===== src/hw/rtl/fpbf_pkg.sv =====
// ----------------------------------------------------------------------------
// fpbf_pkg
// Shared widths, reset values, sequencer states and control structs.
// ----------------------------------------------------------------------------
`timescale 1ns / 1ps

package fpbf_pkg;

    // Field widths
    localparam int VAL_W  = 17;             // fixed-point input
    localparam int DEN_W  = 15;             // numerator / denominator / limit
    localparam int TREE_W = 16;             // tree terms, up to twice the limit
    localparam int PROD_W = VAL_W + TREE_W; // value times a denominator

    localparam logic [DEN_W-1:0] MAX_DEN_RST = 15'd255;

    // Sequencer states
    typedef enum logic [1:0] {
        ST_IDLE,
        ST_EVAL,
        ST_CMP
    } t_state;

    // Sequencer to step unit
    typedef struct packed {
        logic load;    // seed bounds 0/1 and 1/1
        logic eval;    // form mediant and value * mediant denominator
        logic cmp;     // compare phase, narrow bounds on a miss
        logic finish;  // capture the selected fraction
    } t_step_ctl;

    // Step unit to sequencer
    typedef struct packed {
        logic in_range; // both bound denominators within the limit
        logic eq;       // mediant truncates to the input value
    } t_step_sts;

endpackage


===== src/hw/rtl/fpbf_step.sv =====
// ----------------------------------------------------------------------------
// fpbf_step
// Stern-Brocot step unit: holds the bounds, forms the mediant and compares
// its truncated fixed-point value with the input by cross multiplication.
// ----------------------------------------------------------------------------
`timescale 1ns / 1ps

module fpbf_step
    import fpbf_pkg::*;
#(
    parameter int FRAC_BITS = 16
) (
    input  logic             i_clk,
    input  logic [VAL_W-1:0] i_value,
    input  logic [DEN_W-1:0] i_lim,
    input  t_step_ctl        i_ctl,
    output t_step_sts        o_sts,
    output logic [DEN_W-1:0] o_num,
    output logic [DEN_W-1:0] o_den
);

    // Compare width covers mediant numerator scaled and (x+1)*md
    localparam int CW = (TREE_W + FRAC_BITS > PROD_W + 1) ?
                        (TREE_W + FRAC_BITS) : (PROD_W + 1);

    // Bounds lo = a/b, hi = c/d; x*b and x*d tracked by addition
    logic [TREE_W-1:0] r_a, r_b, r_c, r_d;
    logic [PROD_W-1:0] r_xb, r_xd;
    // Mediant and x * mediant denominator
    logic [TREE_W-1:0] r_mn, r_md;
    logic [PROD_W-1:0] r_p;

    logic [TREE_W-1:0] w_lim;
    logic [CW-1:0]     w_target;
    logic [CW-1:0]     w_lo_prod;
    logic [CW-1:0]     w_hi_prod;
    logic              w_gt;
    logic              w_lt;
    logic              w_eq;

    assign w_lim = {1'b0, i_lim};

    // m = floor(mn*2^F/md): x > m iff x*md > mn*2^F,
    // x < m iff (x+1)*md <= mn*2^F
    assign w_target  = CW'({r_mn, {FRAC_BITS{1'b0}}});
    assign w_lo_prod = CW'(r_p);
    assign w_hi_prod = CW'(r_p) + CW'(r_md);
    assign w_gt      = (w_lo_prod > w_target);
    assign w_lt      = (w_hi_prod <= w_target);
    assign w_eq      = !w_gt && !w_lt;

    assign o_sts.in_range = (r_b <= w_lim) && (r_d <= w_lim);
    assign o_sts.eq       = w_eq;

    // Bound and mediant registers
    always_ff @(posedge i_clk) begin
        if (i_ctl.load) begin
            r_a  <= '0;
            r_b  <= TREE_W'(1);
            r_c  <= TREE_W'(1);
            r_d  <= TREE_W'(1);
            r_xb <= PROD_W'(i_value);
            r_xd <= PROD_W'(i_value);
        end else if (i_ctl.cmp && !w_eq) begin
            if (w_gt) begin
                r_a  <= r_mn;
                r_b  <= r_md;
                r_xb <= r_p;
            end else begin
                r_c  <= r_mn;
                r_d  <= r_md;
                r_xd <= r_p;
            end
        end
        if (i_ctl.eval) begin
            r_mn <= r_a + r_c;
            r_md <= r_b + r_d;
            r_p  <= r_xb + r_xd;
        end
    end

    // Result pick: exact hit in compare phase, limit overrun otherwise
    always_comb begin
        o_num = r_a[DEN_W-1:0];
        o_den = r_b[DEN_W-1:0];
        if (i_ctl.cmp) begin
            if (r_md <= w_lim) begin
                o_num = r_mn[DEN_W-1:0];
                o_den = r_md[DEN_W-1:0];
            end else if (r_d > r_b) begin
                o_num = r_c[DEN_W-1:0];
                o_den = r_d[DEN_W-1:0];
            end
        end else if (r_b > w_lim) begin
            o_num = r_c[DEN_W-1:0];
            o_den = r_d[DEN_W-1:0];
        end
    end

endmodule


===== src/hw/rtl/fpbf_ctrl.sv =====
// ----------------------------------------------------------------------------
// fpbf_ctrl
// Sequencer: alternates mediant evaluation and compare until the walk ends.
// ----------------------------------------------------------------------------
`timescale 1ns / 1ps

module fpbf_ctrl
    import fpbf_pkg::*;
(
    input  logic      i_clk,
    input  logic      i_rst_n,
    input  logic      i_start,
    input  t_step_sts i_sts,
    output t_step_ctl o_ctl,
    output logic      o_busy
);

    t_state r_state;
    t_state n_state;

    // State register
    always_ff @(posedge i_clk) begin
        if (!i_rst_n) begin
            r_state <= ST_IDLE;
        end else begin
            r_state <= n_state;
        end
    end

    // Next state and step controls
    always_comb begin
        n_state = r_state;
        o_ctl   = '0;
        case (r_state)
            ST_IDLE: begin
                if (i_start) begin
                    o_ctl.load = 1'b1;
                    n_state    = ST_EVAL;
                end
            end
            ST_EVAL: begin
                if (!i_sts.in_range) begin
                    o_ctl.finish = 1'b1;
                    n_state      = ST_IDLE;
                end else begin
                    o_ctl.eval = 1'b1;
                    n_state    = ST_CMP;
                end
            end
            ST_CMP: begin
                o_ctl.cmp = 1'b1;
                if (i_sts.eq) begin
                    o_ctl.finish = 1'b1;
                    n_state      = ST_IDLE;
                end else begin
                    n_state = ST_EVAL;
                end
            end
            default: begin
                n_state = ST_IDLE;
            end
        endcase
    end

    assign o_busy = (r_state != ST_IDLE);

endmodule


===== src/hw/rtl/fixed_point_to_best_fraction.sv =====
// A transaction starts when start is high and busy is low; busy then stays
// high until the result is ready. Each Stern-Brocot step runs in the single
// step unit as an EVAL state that forms the mediant and a CMP state that
// compares it against the input. o_valid is registered from the finish
// control and rises after the compare that hits the input exactly, or after
// the walk stops on the limit. The number of steps is at most about
// max_denominator. The result is on the ports for exactly one cycle and
// cannot be stalled; capture it when o_valid is high. A new start is accepted
// in the cycle the result is shown. Write max_denominator only while busy is
// low.
// ----------------------------------------------------------------------------
// fixed_point_to_best_fraction
// Best coprime fraction num/den, den <= max_denominator, for a fixed-point
// value in [0,1], found by walking the Stern-Brocot tree.
// ----------------------------------------------------------------------------
`timescale 1ns / 1ps

module fixed_point_to_best_fraction
    import fpbf_pkg::*;
#(
    parameter int FRAC_BITS = 16
) (
    input  logic             i_clk,
    input  logic             i_rst_n,
    input  logic             start,
    output logic             busy,
    input  logic [VAL_W-1:0] i_fixed_value,
    input  logic             i_cfg_we,
    input  logic [DEN_W-1:0] i_cfg_wdata,
    output logic             o_valid,
    output logic [DEN_W-1:0] o_numerator,
    output logic [DEN_W-1:0] o_denominator
);

    logic [DEN_W-1:0] r_max_den;
    logic             r_valid;
    logic [DEN_W-1:0] r_num;
    logic [DEN_W-1:0] r_den;

    t_step_ctl        w_ctl;
    t_step_sts        w_sts;
    logic [DEN_W-1:0] w_num;
    logic [DEN_W-1:0] w_den;

    // Denominator limit register
    always_ff @(posedge i_clk) begin
        if (!i_rst_n) begin
            r_max_den <= MAX_DEN_RST;
        end else if (i_cfg_we) begin
            r_max_den <= i_cfg_wdata;
        end
    end

    fpbf_ctrl u_ctrl (
        .i_clk   (i_clk),
        .i_rst_n (i_rst_n),
        .i_start (start),
        .i_sts   (w_sts),
        .o_ctl   (w_ctl),
        .o_busy  (busy)
    );

    fpbf_step #(
        .FRAC_BITS (FRAC_BITS)
    ) u_step (
        .i_clk   (i_clk),
        .i_value (i_fixed_value),
        .i_lim   (r_max_den),
        .i_ctl   (w_ctl),
        .o_sts   (w_sts),
        .o_num   (w_num),
        .o_den   (w_den)
    );

    // Result strobe
    always_ff @(posedge i_clk) begin
        if (!i_rst_n) begin
            r_valid <= 1'b0;
        end else begin
            r_valid <= w_ctl.finish;
        end
    end

    // Result payload
    always_ff @(posedge i_clk) begin
        if (w_ctl.finish) begin
            r_num <= w_num;
            r_den <= w_den;
        end
    end

    assign o_valid       = r_valid;
    assign o_numerator   = r_num;
    assign o_denominator = r_den;

endmodule


===== config.mk =====
export PLATFORM = sky130hd
export DESIGN_NAME = fixed_point_to_best_fraction
export DESIGN_NICKNAME = d
export VERILOG_FILES = /design/src/hw/rtl/fpbf_pkg.sv /design/src/hw/rtl/fpbf_step.sv /design/src/hw/rtl/fpbf_ctrl.sv /design/src/hw/rtl/fixed_point_to_best_fraction.sv
export SDC_FILE = /design/constraint.sdc
export NUM_CORES = 1
export LEC_CHECK = 0
export ABC_AREA = 1
export BUFFER_PORTS_ARGS = -buffer_cell sky130_fd_sc_hd__buf_2
export CAP_MARGIN = 10
export CORE_MARGIN = 2
export CORE_UTILIZATION = 40
export DETAILED_ROUTE_END_ITERATION = 8
export GPL_TIMING_DRIVEN = 0
export PLACE_DENSITY_LB_ADDON = 0.3
export SYNTH_ARGS = -nofsm -noshare
export SYNTH_HDL_FRONTEND = slang
export SYNTH_SLANG_ARGS = --single-unit

===== constraint.sdc =====
create_clock -name i_clk -period 10.2 [get_ports i_clk]
set_input_delay 0.51 -clock i_clk [delete_from_list [all_inputs] [get_ports i_clk]]
set_output_delay 0.51 -clock i_clk [all_outputs]
set_load 0.005 [all_outputs]

==> results.py, run 1 <==
metrics = {
    "route": {
        "antenna_left": 0,
        "drtIter0Drc": 972,
        "first_pass_iters": 5,
        "drc": 0,
        "vias": 14200,
        "drt-total-wl_um": 46700,
        "wl_per_cell_um": 17.4,
        "vias_per_cell": 5.30,
    },
    "finish": {
        "regArea_mm2": 0.00616,
        "fillCellCount": 3952,
        "fin_nets": 2351,
        "layout_commonest_cell": "nand2_1",
        "multi_input_area_mm2": 0.00852,
        "antenna_cells": 0,
        "fin_util_pct": 45.6,
        "layout_common_cells": "409 x nand2_1, 269 x inv_1, 255 x a21oi_1, 197 x nor2_1, 175 x ha_1",
        "drive_gt1_share_pct": 6.44,
        "synthToLayoutAreaGrowth_pct": 13.0,
    },
    "clocking": {
        "postCtsHoldBufs": 0,
        "cts_setup_buffers": 0,
        "root_buffer": "clkbuf_16",
        "cts_tree": "yes",
        "ctsResizeCount": 0,
        "cts.sinks": 243,
        "clkLatencyLatePin_ns": 0.60,
        "cts_max_level": 1,
        "cts_buffer_depth": 3,
        "clkTransAtPathRegs_ns": 0.06,
        "numCtsBuffers": 29,
    },
    "global_route": {
        "gr-usage-all-layers_pct": 22.4,
        "grt_pass1_wl_um": 73400,
        "grt_pass1_vias": 13800,
        "grt_max_degree": 31,
        "grt_overflow": 0,
        "antenna_found_initial": 0,
    },
    "yosys": {
        "synth_ff_type": "edfxtp_1",
        "synth-seq-cells": 243,
        "ys_seq_area_share_pct": 38.6,
        "syn_area_mm2": 0.0160,
        "yosysWarnings": 0,
        "synthCells": 2035,
        "async_flop_share_pct": 0,
        "syn_area_per_cell_um2": 7.84,
        "synth_edf_count": 129,
        "yosys.cell_types.count": 42,
        "syn-num-nets": 2250,
    },
    "sta": {
        "finalMaxSlewViolations": 0,
        "fmax_mhz": 172,
        "tightest_slew_ns": 0.915,
        "rsz0062_at_grt": "no",
        "setup-violations-final": 0,
        "clock_skew_ns": 0.0393,
        "fin_setup_tns_ns": 0,
        "fin_crit_ns": 5.82,
        "hold_viol_final": 0,
        "maxSlewHeadroom_pct": 38.9,
        "timing.final.crit_share_pct": 57.1,
    },
    "floorplan": {
        "rows": 73,
        "die_area_mm2": 0.0415,
        "initial_core_util_pct": 40.4,
        "die-height_um": 204,
        "die_w_um": 204,
        "ios": 68,
        "core_mm2": 0.0395,
    },
    "setup_path": {
        "path_delay_family": "simple AND/OR/NAND/NOR gates",
        "r2r_end": "u_step.r_xd[3]",
        "cp-end-kind": "flop",
        "cp_num_buf_inv": 2,
        "path_common_cell": "nand2_1",
        "reg2reg_slack_ns": 4.38,
        "crit_type": "flop to flop",
        "critical_path.startpoint_type": "flop",
        "crit_required_ns": 10.39,
        "critPathMaxStageDelay_ns": 0.67,
        "cpMaxStageDelayCell": "nand2_1",
        "crit_arrival_ns": 6.01,
        "crit_path_max_fanout": 18,
        "reg2reg_from": "u_step.r_md[2]",
        "worstRegToRegCells": 27,
    },
    "min_path": {
        "min_to": "r_max_den[7]",
        "hold_path_depth": 3,
        "hold_path_class": "primary input to flop",
        "min_from": "i_cfg_wdata[7]",
    },
    "placed_design": {
        "gp_congestion": 0.917,
        "numPortBuffers": 67,
        "place_hpwl_um": 35200,
    },
    "status": {
        "status": "complete, no violations",
    },
    "job": {
        "max-cap-violations": 0,
    },
}
state kept, by name (all words and copies together) (netlist names):
name and flops:
u_step.r_a 16, u_step.r_c 16, u_step.r_mn 16, u_step.r_xb 33, o_denominator 15, u_step.r_b 16, o_numerator 15, u_ctrl.r_state 2
u_step.r_md 16, u_step.r_d 16, u_step.r_p 33, o_valid 1, r_max_den 15, u_step.r_xd 33
worst max path at each step:
stage	slack, ns	from	endpoint	cells after the start
after floorplan	5.34	r_max_den[3]	u_step.r_md[0]	11
after global placement	2.56	r_max_den[1]	u_step.r_p[8]	11
after detailed placement	4.45	u_step.r_md[2]	u_step.r_xd[0]	27
after CTS	4.41	u_step.r_md[2]	u_step.r_xd[3]	27
after global routing	4.05	u_step.r_md[2]	u_step.r_xd[3]	27
final	4.38	u_step.r_md[2]	u_step.r_xd[3]	27
layout make-up:
class | instances | share of cell area (%)
clock inverter | 20 | 1.48
multi-input combinational | 1459 | 47.2
tap | 525 | 3.64
sequential | 243 | 34.1
timing repair buffer | 70 | 2.23
buffer | 58 | 1.44
inverter | 275 | 5.72
clock buffer | 33 | 4.11
synth_stat cells, drive strengths merged, types with 6 or more instances:
master  instances  share of area [%]
nor3           21               0.66
buf            15               0.62
nor4           16               0.67
nand4          20               0.78
o211ai         37                1.7
ha            175                 14
nor2          199                4.7
a211oi          9               0.42
clkbuf         43                1.0
dfxtp         114                 14
a21oi         255                8.0
o21bai          6               0.28
xnor2          23                1.3
nand3          42                1.3
a21boi         10               0.47
o21ai         133                4.2
nand2         416                9.9
inv           271                6.4
a31oi          13               0.51
edfxtp        129                 24
xor2           54                3.0
cells by family (layout without fill, tap and decap cells):
logic type	Yosys count	count (layout)	share of synthesized area (%)
AND/OR/NAND/NOR	720	720	18.3
adder cells (fa/ha/maj)	179	179	14.2
flip-flops	243	243	38.6
XOR/XNOR	77	77	4.22
AO/OA/AOI/OAI	483	483	16.6
buffers and inverters	333	456	8.10
routing by layer:
metal / track usage, % / vias up / part of all wire (%)
met2: 38.1 / 460 / 46
met3: 2.75 / 75 / 6.5
met4: 5.97 / 0 / 2.3
met5: 0 / - / 0
li1: - / 7060 / -
met1: 30.1 / 6636 / 45
worst min-delay path, stage by stage:
cell	delay [ns]
buf_2	0.08
a21oi_1	0.05
o21ai_0	0.06
stage by stage:
step | area, um^2 | hold slack, ns | std cells | worst slack (ns)
2_1_floorplan | 16000 | 0.420 | 2035 | 5.34
3_3_place_gp | 17000 | 0.459 | 2627 | 2.56
3_5_place_dp | 17000 | 0.467 | 2629 | 4.45
4_1_cts | 18000 | 0.116 | 2682 | 4.41
5_1_grt | 18000 | 0.143 | 2683 | 4.05
6_report | 18000 | 0.133 | 2683 | 4.38
Power of run 1 is not shown: default switching activity piles up to over one toggle a cycle in this logic, so the estimate is an artifact.
==> inputs of run 2 (changes only) <==
==> constraint.sdc (replaced) <==
create_clock -name i_clk -period 5.5 [get_ports i_clk]
set_input_delay 0.275 -clock i_clk [delete_from_list [all_inputs] [get_ports i_clk]]
set_output_delay 0.275 -clock i_clk [all_outputs]
set_load 0.005 [all_outputs]
==> run 2 against run 1 <==
Net effect:
- fmax grew 12%
- count of clock-buffer cells in the layout is the same
- clock skew shrank 0.00056 ns
==> results.py, run 2 (synthesized netlist as in run 1, its figures left out) <==
metrics = {
    "placed_design": {
        "gp_congestion": 0.917,
        "post-place-ws_ns": -0.248,
        "numPortBuffers": 67,
        "place_hpwl_um": 35200,
    },
    "route": {
        "first_pass_iters": 6,
        "drc": 0,
        "vias": 14400,
        "drt-total-wl_um": 47500,
        "drtIter0Drc": 1009,
        "vias_per_cell": 5.28,
        "wl_per_cell_um": 17.4,
        "antenna_left": 0,
    },
    "floorplan": {
        "ios": 68,
        "rows": 73,
        "core_mm2": 0.0395,
        "die_area_mm2": 0.0415,
        "die-height_um": 204,
        "initial_core_util_pct": 40.4,
        "die_w_um": 204,
    },
    "setup_path": {
        "crit_arrival_ns": 5.46,
        "reg2reg_slack_ns": 0.28,
        "crit_required_ns": 5.73,
        "reg2reg_from": "u_step.r_md[2]",
        "cp-end-kind": "flop",
        "endpoint": "u_step.r_xd[3]",
        "r2r_end": "u_step.r_xd[3]",
        "crit_type": "flop to flop",
        "cp_num_buf_inv": 2,
        "crit_start": "u_step.r_md[2]",
        "cpMaxStageDelayCell": "edfxtp_1",
        "worstSetupPathDepth": 27,
        "critical_path.startpoint_type": "flop",
        "path_delay_family": "simple AND/OR/NAND/NOR gates",
        "critPathMaxStageDelay_ns": 0.57,
        "worstRegToRegCells": 27,
        "crit_path_max_fanout": 18,
    },
    "finish": {
        "reg_top3": "u_step.r_p (33), u_step.r_xb (33), u_step.r_xd (33)",
        "drive_gt1_share_pct": 6.59,
        "layout_commonest_cell": "nand2_1",
        "antenna_cells": 0,
        "layout_common_cells": "408 x nand2_1, 268 x inv_1, 254 x a21oi_1, 196 x nor2_1, 175 x ha_1",
        "fillCellCount": 3896,
        "synthToLayoutAreaGrowth_pct": 15.7,
        "fin_nets": 2393,
    },
    "sta": {
        "maxSlewHeadroom_pct": 38.8,
        "rsz0062_at_grt": "no",
        "finalMaxSlewViolations": 0,
        "whs_ns": 0.0280,
        "clock_skew_ns": 0.0387,
        "setup-violations-final": 0,
        "tightest_slew_ns": 0.915,
        "fin_setup_tns_ns": 0,
        "finalWorstSetupSlack_ns": 0.278,
        "fin_crit_ns": 5.22,
        "hold_viol_final": 0,
        "fmax_mhz": 192,
        "timing.final.crit_share_pct": 94.9,
    },
    "clocking": {
        "cts.sinks": 243,
        "cts_tree": "yes",
        "clkTransAtPathRegs_ns": 0.06,
        "cts_buffer_depth": 3,
        "clkLatencyLatePin_ns": 0.59,
        "root_buffer": "clkbuf_16",
        "cts_max_level": 1,
        "numCtsBuffers": 29,
    },
    "global_route": {
        "grt_max_degree": 30,
        "grt_pass1_wl_um": 74300,
        "gr-usage-all-layers_pct": 22.8,
        "grt_pass1_vias": 14000,
        "grt_overflow": 0,
        "antenna_found_initial": 0,
    },
    "min_path": {
        "hold_path_class": "primary input to flop",
        "hold_path_depth": 3,
    },
    "status": {
        "status": "complete, no violations",
    },
    "job": {
        "max-cap-violations": 0,
    },
}
run 2: cell count changes in the layout (fill, tap and decap cells not counted):
cell / change
dlygate4sd3_1: +40
inv_1: -1
nor2_1: -1
buf_16: -1
a21oi_2: +1
nand2_1: -1
clkinvlp_4: +2
nand2_4: +1
a21oi_1: -1
nor2_2: +1
buf_12: +2
run 2: repair_timing:
action / CTS / global route
setup endpoints to repair: 48 / 47
hold buffers: 40 / 0
endpoints found under the hold margin: 43 / 0
setup buffers: 0 / 2
gates resized for setup: 5 / 1
gates cloned: 1 / 0
run 2: metal layers:
layer  global-route usage [%]  share of wire (%)  up-vias
li1                         -                  -     7143
met1                     30.3                 45     6702
met2                     39.0                 46      469
met3                     2.75                6.4       75
met4                     6.07                2.5        0
met5                        0                  0        -
run 2: metrics by stage:
stage / cell area [um^2] / utilization (%) / instances
2_1_floorplan: 16000 / - / 2035
6_report: 18500 / 46.7 / 2725
5_1_grt: 18500 / 46.7 / 2725
3_5_place_dp: 17000 / 43.0 / 2629
4_1_cts: 18400 / 46.6 / 2723
3_3_place_gp: 17000 / 42.9 / 2627
run 2: worst reg2reg max path: stages (launching register included):
cell and delay [ns]:
edfxtp_1 0.57, ha_1 0.45, or2_1 0.28, nand3_1 0.12, nand2_1 0.11, nand3_1 0.11, nand2_1 0.10, a21oi_2 0.28
inv_1 0.08, nand2_1 0.12, nor3_1 0.07, xor2_1 0.14, ha_1 0.30, nand2_1 0.07, nor2_1 0.25, nand3_1 0.11
nor2_1 0.17, nand3_1 0.11, nor2_1 0.10, nand3_1 0.09, nor2_1 0.14, nand3_1 0.14, nand2_1 0.09, nand2_1 0.08
nand2_2 0.13, nand3_2 0.11, buf_2 0.26, nand2_4 0.28
run 2: layout make-up:
class	instances	area, um^2	share of cell area [%]
buffer	58	260	1.41
clock buffer	33	741	4.01
clock inverter	20	267	1.44
inverter	275	1040	5.61
multi-input combinational	1459	8540	46.2
sequential	243	6160	33.3
tap	525	657	3.56
timing repair buffer	111	816	4.42
timing repair inverter	1	7.51	0.0406
run 2: worst min-delay path by stage:
stage | from | endpoint
2_1_floorplan | i_rst_n | r_max_den[0]
3_3_place_gp | u_step.r_xd[32] | u_step.r_xd[32]
3_5_place_dp | u_step.r_xd[32] | u_step.r_xd[32]
4_1_cts | i_fixed_value[4] | u_step.r_xb[4]
5_1_grt | i_cfg_wdata[9] | r_max_den[9]
6_report | i_fixed_value[4] | u_step.r_xb[4]
Power of run 2 is left out for the same reason.
==> inputs of run 3 (changes only) <==
--- a/config.mk
+++ b/config.mk
@@ -12,6 +12,7 @@
 export CORE_UTILIZATION = 40
 export DETAILED_ROUTE_END_ITERATION = 8
 export GPL_TIMING_DRIVEN = 0
+export HOLD_SLACK_MARGIN = 0.03
 export PLACE_DENSITY_LB_ADDON = 0.3
 export SYNTH_ARGS = -nofsm -noshare
 export SYNTH_HDL_FRONTEND = slang
==> run 3 against run 2 <==
Net effect:
- final cell count rose by 0.18%
- global-route usage barely moved
- die area did not move
- cell area rose by 0.27%
- sequential share of layout area fell by 0.090 points
- critical path depth did not move
- count of clock-buffer cells in the layout did not move
==> results.py, run 3 (synthesized netlist as in run 1, its figures left out) <==
metrics = {
    "status": {
        "status": "complete, no violations",
    },
    "sta": {
        "rsz0062_at_grt": "no",
        "fin_crit_ns": 5.22,
        "timing.final.crit_share_pct": 95.0,
        "maxSlewHeadroom_pct": 39.7,
        "hold_viol_final": 0,
        "fmax_mhz": 191,
        "tightest_slew_ns": 0.903,
        "clock_skew_ns": 0.0384,
        "finalMaxSlewViolations": 0,
        "setup-violations-final": 0,
    },
    "clocking": {
        "cts.sinks": 243,
        "cts_max_level": 1,
        "numCtsBuffers": 29,
        "clkTransAtPathRegs_ns": 0.06,
        "cts_buffer_depth": 3,
        "cts_tree": "yes",
        "clkLatencyLatePin_ns": 0.59,
        "root_buffer": "clkbuf_16",
    },
    "finish": {
        "multi_input_area_mm2": 0.00854,
        "fin_nets": 2398,
        "fin_util_pct": 46.8,
        "layout_common_cells": "408 x nand2_1, 268 x inv_1, 254 x a21oi_1, 196 x nor2_1, 175 x ha_1",
        "regArea_mm2": 0.00616,
        "antenna_cells": 0,
        "fillCellCount": 3893,
        "drive_gt1_share_pct": 6.58,
        "layout_commonest_cell": "nand2_1",
        "reg_top3": "u_step.r_p (33), u_step.r_xb (33), u_step.r_xd (33)",
        "synthToLayoutAreaGrowth_pct": 16.1,
    },
    "setup_path": {
        "cp-end-kind": "flop",
        "endpoint": "u_step.r_xd[3]",
        "crit_type": "flop to flop",
        "crit_arrival_ns": 5.46,
        "reg2reg_slack_ns": 0.28,
        "cpMaxStageDelayCell": "edfxtp_1",
        "crit_start": "u_step.r_md[2]",
        "crit_required_ns": 5.73,
        "critPathMaxStageDelay_ns": 0.56,
        "r2r_end": "u_step.r_xd[3]",
        "worstRegToRegCells": 27,
        "reg2reg_from": "u_step.r_md[2]",
        "critical_path.startpoint_type": "flop",
        "crit_path_max_fanout": 18,
    },
    "route": {
        "wl_per_cell_um": 17.4,
        "first_pass_iters": 5,
        "drt-total-wl_um": 47600,
        "drtIter0Drc": 945,
        "antenna_left": 0,
        "vias": 14400,
        "drc": 0,
        "vias_per_cell": 5.27,
    },
    "global_route": {
        "grt_pass1_vias": 14000,
        "gr-usage-all-layers_pct": 22.8,
        "use_met3_pct": 2.76,
        "antenna_found_initial": 0,
        "busiest_layer": "met2",
        "met1_usage_pct": 30.3,
        "grt_overflow": 0,
        "use_met2_pct": 39.2,
        "grt_max_degree": 30,
        "grt_pass1_wl_um": 74400,
    },
    "floorplan": {
        "die_area_mm2": 0.0415,
        "die_w_um": 204,
        "ios": 68,
        "rows": 73,
        "initial_core_util_pct": 40.4,
        "core_mm2": 0.0395,
        "die-height_um": 204,
    },
    "min_path": {
        "min_from": "i_cfg_we",
        "hold_path_class": "primary input to flop",
    },
    "placed_design": {
        "gp_congestion": 0.917,
        "place_hpwl_um": 35200,
        "numPortBuffers": 67,
    },
    "job": {
        "max-cap-violations": 0,
    },
}
## run 3: repair_timing
item                                    CTS  global route
setup buffers                             0             2
hold buffers                             45             0
pin swaps                                 0             0
endpoints found under the setup margin   48            47
cloned                                    1             0
hold endpoints to repair                 51             0
gates resized for setup                   5             1
## run 3: critical path: cells and delay by family (launching register included)
kind                     cells  cell delay, ns
adder cells (fa/ha/maj)      2            0.74
buffers and inverters        2            0.34
AND/OR/NAND/NOR             21            2.77
AO/OA/AOI/OAI                1            0.28
XOR/XNOR                     1            0.14
flip-flops                   1            0.56
## run 3: layer usage
metal	vias up	wire, um
li1	7149	-
met3	74	2900
met1	6704	21500
met5	-	0
met2	459	22000
met4	0	1210
## run 3: through the flow
stage	hold WS (ns)	setup WS, ns	area, um^2	cells	TNS, ns
detailed placement	0.467	-0.248	17000	2629	-5.80
global route	0.273	0.0262	18500	2730	0
floorplan	0.359	0.641	16000	2035	0
global placement	0.459	-2.14	17000	2627	-145.35
finish	0.210	0.276	18500	2730	0
CTS	0.177	0.104	18500	2728	0
## run 3: area by class of cell
class / instances / area share, %
Tap cell: 525 / 3.55
Sequential cell: 243 / 33.2
Inverter: 275 / 5.59
Multi-Input combinational cell: 1459 / 46.1
Clock inverter: 20 / 1.44
Buffer: 58 / 1.40
Timing Repair Buffer: 116 / 4.67
Clock buffer: 33 / 4.00
Timing Repair inverter: 1 / 0.0405
## run 3: worst min path at each step
stage / end / cells after the start / slack [ns]
finish: r_max_den[11] / 4 / 0.21
global placement: u_step.r_xd[32] / 2 / 0.46
CTS: r_max_den[11] / 4 / 0.18
floorplan: r_max_den[0] / 1 / 0.36
global route: r_max_den[11] / 4 / 0.27
detailed placement: u_step.r_xd[32] / 2 / 0.47
Power of run 3 is left out for the same reason.
